**config.mk**
```make
export PLATFORM = sky130hd
export DESIGN_NAME = lbh_bin_map
export DESIGN_NICKNAME = d
export VERILOG_FILES = /design/src/lbh_pkg.sv /design/src/lbh_bin_map.sv
export SDC_FILE = /design/constraint.sdc
export NUM_CORES = 1
export LEC_CHECK = 0
export ABC_AREA = 1
export BUFFER_PORTS_ARGS = -buffer_cell sky130_fd_sc_hd__buf_2
export CORE_AREA = 2 2 217 133
export DETAILED_ROUTE_END_ITERATION = 16
export DIE_AREA = 0 0 219 135
export GPL_TIMING_DRIVEN = 0
export PLACE_DENSITY_LB_ADDON = 0.3
export SYNTH_ARGS = -nofsm -noshare
export SYNTH_HDL_FRONTEND = slang
export SYNTH_SLANG_ARGS = --single-unit
export TNS_END_PERCENT = 1
```
**constraint.sdc**
```tcl
create_clock -name clk -period 8.3 [get_ports clk]
set_input_delay 0.83 -clock clk [delete_from_list [all_inputs] [get_ports clk]]
set_output_delay 0.83 -clock clk [all_outputs]
set_load 0.01 [all_outputs]
```
**src/lbh_pkg.sv**
```systemverilog
// lbh_pkg: shared types and constants of the linear bucket histogram
// field widths, opcodes, register indexes and controller states
// no dependencies
package lbh_pkg;

  localparam int OPCODE_W     = 2;
  localparam int INDEX_W      = 8;
  localparam int RESULT_W     = 32;
  localparam int RANGE_LOW_W  = 16;
  localparam int RANGE_HIGH_W = 17;
  localparam int TOTAL_W      = 9;
  localparam int SCALE_W      = 25;
  localparam int FRAC_W       = 16;
  localparam int DIFF_W       = 16;
  localparam int CFG_INDEX_W  = 2;
  localparam int CFG_DATA_W   = 25;

  typedef logic [OPCODE_W-1:0]    opcode_t;
  typedef logic [CFG_INDEX_W-1:0] cfg_index_t;

  localparam opcode_t OP_SAMPLE = 2'd0;
  localparam opcode_t OP_READ   = 2'd1;
  localparam opcode_t OP_CLEAR  = 2'd2;
  localparam opcode_t OP_NOP    = 2'd3;

  localparam cfg_index_t CFG_RANGE_LOW  = 2'd0;
  localparam cfg_index_t CFG_RANGE_HIGH = 2'd1;
  localparam cfg_index_t CFG_BIN_TOTAL  = 2'd2;
  localparam cfg_index_t CFG_BIN_SCALE  = 2'd3;

  localparam logic [RANGE_LOW_W-1:0]  RANGE_LOW_RST  = 16'd0;
  localparam logic [RANGE_HIGH_W-1:0] RANGE_HIGH_RST = 17'h10000;
  localparam logic [TOTAL_W-1:0]      BIN_TOTAL_RST  = 9'd256;
  localparam logic [SCALE_W-1:0]      BIN_SCALE_RST  = 25'd256;

  typedef enum logic [2:0] {
    S_CLEAR,
    S_IDLE,
    S_BIN,
    S_RMW,
    S_DONE
  } state_t;

endpackage

```
**src/lbh_bin_map.sv**
```systemverilog
// lbh_bin_map: maps a range offset to a bin number
// registered 16x25 multiply, then shift and clamp to the last active bin
// depends on lbh_pkg
module lbh_bin_map #(
  parameter int BINS = 256
) (
  input  logic                             clk,
  input  logic                             load,
  input  logic [lbh_pkg::DIFF_W-1:0]       diff,
  input  logic [lbh_pkg::SCALE_W-1:0]      scale,
  input  logic [lbh_pkg::TOTAL_W-1:0]      bin_total,
  output logic [$clog2(BINS)-1:0]          bin
);
  import lbh_pkg::*;

  localparam int AW     = $clog2(BINS);
  localparam int PROD_W = DIFF_W + SCALE_W;
  localparam int Q_W    = PROD_W - FRAC_W;

  logic [PROD_W-1:0] prod_r;
  logic [Q_W-1:0]    quot;
  logic [Q_W-1:0]    total_ext;
  logic [Q_W-1:0]    last_bin;

  always_ff @(posedge clk) begin
    if (load) begin
      prod_r <= PROD_W'(diff) * PROD_W'(scale);
    end
  end

  assign quot      = prod_r[PROD_W-1:FRAC_W];
  assign total_ext = Q_W'(bin_total);

  // zero bins acts as one bin, too many bins saturate at the storage size
  always_comb begin
    priority if (total_ext == '0) begin
      last_bin = '0;
    end else if (total_ext > Q_W'(BINS)) begin
      last_bin = Q_W'(BINS - 1);
    end else begin
      last_bin = total_ext - Q_W'(1);
    end
  end

  assign bin = (quot > last_bin) ? last_bin[AW-1:0] : quot[AW-1:0];

endmodule

```
# Word level (Yosys, flattened, before mapping)
# Cells that the tools add are included.
dict set report word_totals {
  register_bits 41
  input_bits 52
  output_inout_bits 8
}
dict set report op_classes {
  add_sub_neg 1
  n_mul 1
  magnitude_cmp 2
  muxes 3
  n_reduce_logical 1
}
# cell n
set ops {}
lappend ops {{$mux 25} 2}
lappend ops {{$mul 16x25->41} 1}
lappend ops {{$gt 25x25->1} 1}
lappend ops {{$logic_not 25->1} 1}
lappend ops {{$sub 9x1->10 const B} 1}
lappend ops {{$gt 9x9->1 const B} 1}
lappend ops {{$mux 8} 1}

# Logic depth before layout (Yosys ltp)
# Gate-level depths: netlist (run 1).
dict set report logic_depth {
  word_depth 5
  depth_mapped 29
  mapped_depth_nobuf 27
}

# Least setup slack after synthesis (run 1)
# Ideal clock, no wire load.
dict set report synth_path {
  path_type {input-to-reg}
  start {input scale[22] in the netlist's numbering}
  end {register prod_r[34], data pin}
  setup_ns 0.252
  t_arrival_ns 5.763
  required_ns 8.048
  slack_ns 2.285
  cell_stages 23
  n_path_buf 2
  cell_sequence {clkbuf_1 > clkbuf_1 > nand2_1 > fa_1 > inv_1 > fa_1 > inv_1 > fa_1 > inv_1 > fa_1 > fa_1 > inv_1 > fa_1 > inv_1 > ha_1 > a21oi_1 > o21ai_0 > a21oi_1 > nor2_1 > nor3_1 > nand2_1 > nand2_1 > nand2_1}
}
dict set report synth_via {
  elab_chain_cells 1
}
# item line
set synth_rtl {}
lappend synth_rtl {{start: declaration} lbh_bin_map.sv:10} ;# input logic [lbh_pkg::SCALE_W-1:0] scale,
lappend synth_rtl {{$mul 16x25->41} lbh_bin_map.sv:27} ;# prod_r <= PROD_W'(diff) * PROD_W'(scale);
lappend synth_rtl {{end signal: assignment} lbh_bin_map.sv:27}
lappend synth_rtl {{end: declaration} lbh_bin_map.sv:20} ;# logic [PROD_W-1:0] prod_r;
# Every way passes these cells.
# A chain may end at the register's enable or synchronous reset.

# Worst setup path in the final report (run 1)
dict set report layout_path {
  start {input diff[10] in the netlist's numbering}
  end {register prod_r[37], data pin}
}
dict set report layout_via {
  elab_chain_cells 1
}
# item line
set layout_rtl {}
lappend layout_rtl {{start: declaration} lbh_bin_map.sv:9} ;# input logic [lbh_pkg::DIFF_W-1:0] diff,
lappend layout_rtl {{$mul 16x25->41} lbh_bin_map.sv:27}
# Every way passes these cells.

==> results of run 1 <==
## logic make-up after synthesis
| kind of cell | synth area share (%) |
|---|---|
| and+or+nand+nor | 19.14 |
| buffers and inverters | 16.85 |
| adders and majority gates | 53.95 |
| AOI/OAI and AO/OA | 4.059 |
| DFF | 5.000 |
| xor gates and xnor gates | 0.9918 |
## routing by layer
layer	up-vias	routed length (um)	GRT usage (%)
li1	5790	-	-
met1	6137	18830	45.63
met2	609	17490	45.34
met3	78	5017	7.275
met4	0	1214	7.470
met5	-	0	0
## worst paths after layout
path                     start    endpoint  slack, ns  cells past startpoint
worst max-delay path  diff[10]  prod_r[37]       1.15                     22
worst min-delay path      load  prod_r[18]       1.11                      1
## layout make-up
type | count | area (sq um)
inverters | 580 | 2177
repair buffers | 22 | 110.1
well taps | 367 | 459.2
fillers | 2572 | 11740
clock buffers | 4 | 78.83
flip-flops and latches | 25 | 750.7
plain buffers | 94 | 352.8
multi-input cells | 1311 | 11730
## metrics by stage
step           setup slack (ns)  hold slack, ns  utilization, %  cells  area (sq um)
2_1_floorplan             2.285          0.9425               -   2010         15010
3_3_place_gp              1.106           1.372           56.86   2399         15580
3_5_place_dp              1.027           1.379           56.86   2399         15580
4_1_cts                   1.292           1.112           57.15   2403         15660
5_1_grt                  0.9444           1.134           57.15   2403         15660
6_report                  1.151           1.107           57.15   2403         15660
## cell usage in the layout, fill, tap and decap left out, types with 4 or more instances in the layout
cell	count
sky130_fd_sc_hd__buf_2	22
sky130_fd_sc_hd__fa_1	319
sky130_fd_sc_hd__nand2_1	587
sky130_fd_sc_hd__inv_1	580
sky130_fd_sc_hd__a21oi_1	59
sky130_fd_sc_hd__o21ai_0	26
sky130_fd_sc_hd__edfxtp_1	25
sky130_fd_sc_hd__o21bai_1	4
sky130_fd_sc_hd__nor3_1	12
sky130_fd_sc_hd__o21a_1	7
sky130_fd_sc_hd__nand3_1	37
sky130_fd_sc_hd__nand2_2	5
sky130_fd_sc_hd__nor2_1	70
sky130_fd_sc_hd__ha_1	137
sky130_fd_sc_hd__xor2_1	14
sky130_fd_sc_hd__nand4_1	4
sky130_fd_sc_hd__clkbuf_1	95
==> summary.json, run 1 <==
{
  "job": {
    "drv.max_cap_violation_count": 0
  },
  "sta": {
    "report.final.setup_viol": 0,
    "worstMarginPinSlew_ns": 0.8895,
    "final.period_utilization_pct": 86.13,
    "rsz_0062_raised_after_global_routing": "no",
    "slew_viols_final": 0,
    "max_freq_ghz": 0.1399,
    "final_hold_viol_count": 0,
    "timing.final.crit_period_ns": 7.149,
    "worst_slew_slack_as_a_fraction_of_its_limit_pct": 40.70,
    "totalNegativeSetupSlack_ns": 0
  },
  "finish": {
    "area_delta_synth_final_pct": 4.317,
    "biggestRegsByFlops": "prod_r: 25 flops",
    "max_flop_register": "prod_r",
    "antenna_cells": 0,
    "share_of_post_route_cells_with_drive_strength_above_1_pct": 1.670,
    "largest_reg_flops": 25,
    "design.final.nets": 2545
  },
  "floorplanning": {
    "io-pin-count": 60,
    "die-width_um": 219,
    "initial_core_utilization_pct": 54.78,
    "core_outline_area_sq_mm": 0.02740,
    "dieArea_sq_mm": 0.02957,
    "fp.dieH_um": 135,
    "floorplan.rows": 47
  },
  "status": {
    "status": "finished clean"
  },
  "worst_setup_path": {
    "crit_path_end_kind": "flip-flop",
    "worst_path_most_repeated_cell": "sky130_fd_sc_hd__fa_1",
    "critPathBufInv": 6,
    "worst_path_max_delay_cell": "sky130_fd_sc_hd__clkbuf_1",
    "worstPathRequired_ns": 8.32,
    "timing.setup.critical_path_class": "in -> reg",
    "timing.critical_path.cells": "clkbuf_1, clkbuf_1, nand2_1, fa_1, inv_1, fa_1, fa_1, fa_1, fa_1, inv_1, fa_1, inv_1, ha_1, nand2_1, nor2_1, nand2_1, inv_1, nand4_1, nand3_1, nand2_1, nand3_1, nand2_1",
    "critPathArrivalTime_ns": 7.17,
    "timing.critical_path.slowest_cell_delay_ns": 0.74,
    "critPathTopFamily": "adder cells",
    "path_max_fanout": 10,
    "worstSetupStartpointType": "input port"
  },
  "cts": {
    "clock_tree.htree_level_count": 1,
    "clock_sinks": 25,
    "holdBufCountCts": 0,
    "worst_setup_hold_path_clk_slew_ns": 0.06,
    "postCtsSetupBuffers": 0,
    "cts_resized": 0,
    "inserted_clock_buffers": 3,
    "cts-root-to-sink-buffers": 2,
    "clock-root-buffer": "sky130_fd_sc_hd__clkbuf_16",
    "clock_tree_from_tritoncts": "yes"
  },
  "grt": {
    "grt_start_max_net_pins": 26,
    "antenna_found_initial": 0,
    "total_grt_overflow": 0,
    "grt_pass1_vias": 13040,
    "grt_pass1_wl_mm": 68.83,
    "grt_usage_pct": 30.68
  },
  "detailed_routing": {
    "wl_per_cell_um": 17.71,
    "antenna_nets_post_route": 0,
    "routed_wirelength_mm": 42.55,
    "first_pass_iters": 5,
    "via_per_inst": 5.249,
    "route.vias.total": 12610,
    "detail_route.iter0.violations": 1277,
    "drcViolationCount": 0
  },
  "synth": {
    "post-synth-top-count-cell": "sky130_fd_sc_hd__nand2_1",
    "ys.warnings.count": 0,
    "synth.yosys.seq_area_share_pct": 5.000,
    "synth.cell_area_sq_mm": 0.01501,
    "synth.ff_latch_count": 25,
    "postSynthCellCount": 2010,
    "dominantRegCellSynth": "sky130_fd_sc_hd__edfxtp_1",
    "synth_top_cells_by_area": "sky130_fd_sc_hd__fa_1 (43%), sky130_fd_sc_hd__nand2_1 (15%), sky130_fd_sc_hd__inv_1 (15%), sky130_fd_sc_hd__ha_1 (11%), sky130_fd_sc_hd__edfxtp_1 (5.0%)",
    "synth.lib_cells_used.distinct": 36,
    "yosys.area.top_type_share_pct": 42.54,
    "postSynthNetCount": 2518,
    "synth-edff-count": 25,
    "post_synth.cell_area_avg_sq_um": 7.469,
    "netlist.top_cell.by_area": "sky130_fd_sc_hd__fa_1",
    "ys_async_sr_fraction_pct": 0,
    "synth_commonest_cells": "sky130_fd_sc_hd__nand2_1 (587), sky130_fd_sc_hd__inv_1 (580), sky130_fd_sc_hd__fa_1 (319)"
  },
  "placed_design": {
    "gpl.final_weighted_congestion": 0.9652,
    "hpwl_mm": 36.52,
    "numPortBuffers": 22
  },
  "min_path": {
    "hold_class": "in -> reg"
  }
}
Power of run 1 is left out: the tool's default activity adds up to more than one toggle a clock period on the data nets, which glitch-free logic cannot reach.
==> inputs of run 2 (changes only) <==
Settings changed: ABC_AREA 1 to unset, CORE_AREA 2 2 217 133 to 2 2 209 129, DIE_AREA 0 0 219 135 to 0 0 211 131.
==> run 2 against run 1 <==
Via count is 16% lower. Worst setup slack lost 0.99 ns. Non-clock buffer count down 3. Count of clock-buffer cells in the layout is the same. Global-route usage is 0.31 points higher. Area after synthesis down 7.2%. Worst hold slack improved by 0.0027 ns. Flip-flop and latch count is the same. Sequential share of layout area increased by 0.31 points. Die area decreased by 6.5%. Design area is 6.1% lower.
==> summary.json, run 2 <==
{
  "status": {
    "status": "finished clean"
  },
  "synth": {
    "synth_top_cells_by_area": "sky130_fd_sc_hd__fa_1 (46%), sky130_fd_sc_hd__ha_1 (12%), sky130_fd_sc_hd__inv_1 (9.8%), sky130_fd_sc_hd__and2_1 (7.5%), sky130_fd_sc_hd__nand2_1 (6.8%)",
    "yosys.area.top_type_share_pct": 45.85,
    "synth.cell_area_sq_mm": 0.01393,
    "post_synth.cell_area_avg_sq_um": 8.975,
    "netlist.top_cell.by_area": "sky130_fd_sc_hd__fa_1",
    "synth_commonest_cells": "sky130_fd_sc_hd__inv_1 (365), sky130_fd_sc_hd__fa_1 (319), sky130_fd_sc_hd__nand2_1 (254)",
    "ys.warnings.count": 0,
    "synth-edff-count": 25,
    "synth.lib_cells_used.distinct": 49,
    "postSynthCellCount": 1552,
    "synth.yosys.seq_area_share_pct": 5.389,
    "dominantRegCellSynth": "sky130_fd_sc_hd__edfxtp_1",
    "post-synth-top-count-cell": "sky130_fd_sc_hd__inv_1",
    "postSynthNetCount": 2060,
    "ys_async_sr_fraction_pct": 0,
    "synth.ff_latch_count": 25
  },
  "min_path": {
    "hold_path_endpoint": "prod_r[39]",
    "hold_start": "load",
    "hold_class": "in -> reg",
    "timing.hold.worst_path_depth": 1
  },
  "grt": {
    "grt_usage_pct": 31.00,
    "total_grt_overflow": 0,
    "grt_pass1_wl_mm": 63.58,
    "antenna_found_initial": 2,
    "grt_start_max_net_pins": 26,
    "grt_pass1_vias": 11120
  },
  "finish": {
    "layout.cells.most_common": "sky130_fd_sc_hd__inv_1",
    "antenna_cells": 0,
    "area_delta_synth_final_pct": 5.587,
    "final_cell_mix": "sky130_fd_sc_hd__inv_1 (365), sky130_fd_sc_hd__fa_1 (319), sky130_fd_sc_hd__nand2_1 (254)",
    "max_flop_register": "prod_r",
    "biggestRegsByFlops": "prod_r: 25 flops",
    "share_of_post_route_cells_with_drive_strength_above_1_pct": 4.543,
    "largest_reg_flops": 25,
    "fillerInstances": 2368,
    "design.final.nets": 2116,
    "postLayoutCoreUtil_pct": 56.91
  },
  "cts": {
    "holdBufCountCts": 0,
    "cts-root-to-sink-buffers": 2,
    "clock_tree_from_tritoncts": "yes",
    "clock-root-buffer": "sky130_fd_sc_hd__clkbuf_16",
    "worst_setup_hold_path_clk_slew_ns": 0.06,
    "inserted_clock_buffers": 3,
    "clock_tree.htree_level_count": 1,
    "clock_sinks": 25
  },
  "detailed_routing": {
    "routed_wirelength_mm": 40.27,
    "detail_route.iter0.violations": 828,
    "wl_met1_mm": 18.10,
    "antenna_nets_post_route": 0,
    "route.top_layer_used": "met5",
    "route.vias.total": 10650,
    "drcViolationCount": 0,
    "via_per_inst": 5.482,
    "wl_per_cell_um": 20.72,
    "met2_routed_wl_mm": 15.69,
    "met3_wirelength_mm": 6.159,
    "first_pass_iters": 5
  },
  "worst_setup_path": {
    "critPathArrivalTime_ns": 8.12,
    "worstPathRequired_ns": 8.29,
    "crit_path_end_kind": "flip-flop",
    "timing.setup.critical_path_class": "in -> reg",
    "path_max_fanout": 10,
    "worstSetupStartpointType": "input port"
  },
  "sta": {
    "worstMarginPinSlew_ns": 0.7940,
    "final.period_utilization_pct": 98.01,
    "worst_slew_slack_as_a_fraction_of_its_limit_pct": 47.06,
    "totalNegativeSetupSlack_ns": 0,
    "rsz_0062_raised_after_global_routing": "no",
    "slew_viols_final": 0,
    "final.hold.worst_slack_ns": 1.109,
    "timing.final.crit_period_ns": 8.135,
    "max_freq_ghz": 0.1229,
    "final_hold_viol_count": 0,
    "fin_ws_ns": 0.1655,
    "report.final.setup_viol": 0
  },
  "placed_design": {
    "dp_worst_setup_slack_ns": -0.05863,
    "gpl.final_weighted_congestion": 0.9644,
    "hpwl_mm": 34.67,
    "numPortBuffers": 56
  },
  "floorplanning": {
    "floorplan.rows": 46,
    "fp.dieH_um": 131,
    "initial_core_utilization_pct": 53.90,
    "dieArea_sq_mm": 0.02764,
    "die-width_um": 211,
    "core_outline_area_sq_mm": 0.02584,
    "io-pin-count": 60
  },
  "job": {
    "drv.max_cap_violation_count": 0
  }
}
[run 2: cell types whose count changed in the layout (fill, tap and decap cells not counted), sizes merged, moves of 35 or more]
| cell | change |
|---|---|
| nand2 | -338 |
| nor2 | -43 |
| buf | +35 |
| and2 | +167 |
| inv | -215 |
| clkbuf | -38 |
[run 2: per-stage QoR]
| step | instance area [sq um] | instances |
|---|---|---|
| floorplan | 13930 | 1552 |
| global route | 14710 | 1943 |
| finish | 14710 | 1943 |
| detailed placement | 14630 | 1944 |
| CTS | 14710 | 1948 |
| global placement | 14630 | 1944 |
[run 2: worst max path at each step]
stage | from | to | slack (ns) | cells past startpoint
floorplan | diff[7] | prod_r[29] | 1.52 | 24
global placement | diff[8] | prod_r[40] | 0.03 | 24
finish | scale[7] | prod_r[39] | 0.17 | 22
CTS | diff[7] | prod_r[40] | 0.19 | 24
global route | diff[7] | prod_r[39] | 0.07 | 22
detailed placement | diff[7] | prod_r[40] | -0.06 | 24
[run 2: critical path, stage by stage]
cell and delay [ns]:
sky130_fd_sc_hd__buf_2 0.23, sky130_fd_sc_hd__clkbuf_1 0.59, sky130_fd_sc_hd__and2_1 0.24, sky130_fd_sc_hd__fa_1 0.43
sky130_fd_sc_hd__inv_1 0.08, sky130_fd_sc_hd__fa_1 0.44, sky130_fd_sc_hd__fa_1 0.56, sky130_fd_sc_hd__inv_1 0.07
sky130_fd_sc_hd__fa_1 0.49, sky130_fd_sc_hd__fa_1 0.49, sky130_fd_sc_hd__inv_1 0.05, sky130_fd_sc_hd__fa_1 0.53
sky130_fd_sc_hd__inv_1 0.07, sky130_fd_sc_hd__ha_1 0.38, sky130_fd_sc_hd__nand4_1 0.26, sky130_fd_sc_hd__nor3_1 0.43
sky130_fd_sc_hd__nand4_1 0.20, sky130_fd_sc_hd__a31oi_1 0.43, sky130_fd_sc_hd__nor2_1 0.21, sky130_fd_sc_hd__a31oi_1 0.37
sky130_fd_sc_hd__a41o_1 0.28, sky130_fd_sc_hd__xor2_1 0.46
[run 2: area by class of cell]
cell class                 count  area (sq um)  share of cell area, %
tap                          336         420.4                  2.858
multi-input combinational   1100         11590                  78.77
sequential                    25         750.7                  5.104
buffer                        57         221.5                  1.506
timing repair buffer          56         280.3                  1.906
clock buffer                   4         78.83                 0.5359
inverter                     365          1370                  9.315
[run 2: cell families after synthesis]
logic type | count (synthesis) | synth area share, %
buf+inv | 427 | 11.52
mux | 9 | 0.6557
compound gates | 106 | 5.120
simple gates | 502 | 17.47
flops | 25 | 5.389
xor+xnor | 27 | 1.698
fa+ha+maj | 456 | 58.15
[run 2: timing repair]
item / CTS / global route
buffers inserted: 0 / 0
gates resized for setup: 0 / 12
setup endpoints to repair: 0 / 2
[run 2: per-layer routing]
layer | vias up | GRT usage (%)
met3 | 22 | 12.12
met5 | - | 2.586
met2 | 622 | 43.71
met1 | 5267 | 46.42
met4 | 2 | 2.817
li1 | 4739 | -
Power of run 2 is left out for the same reason.
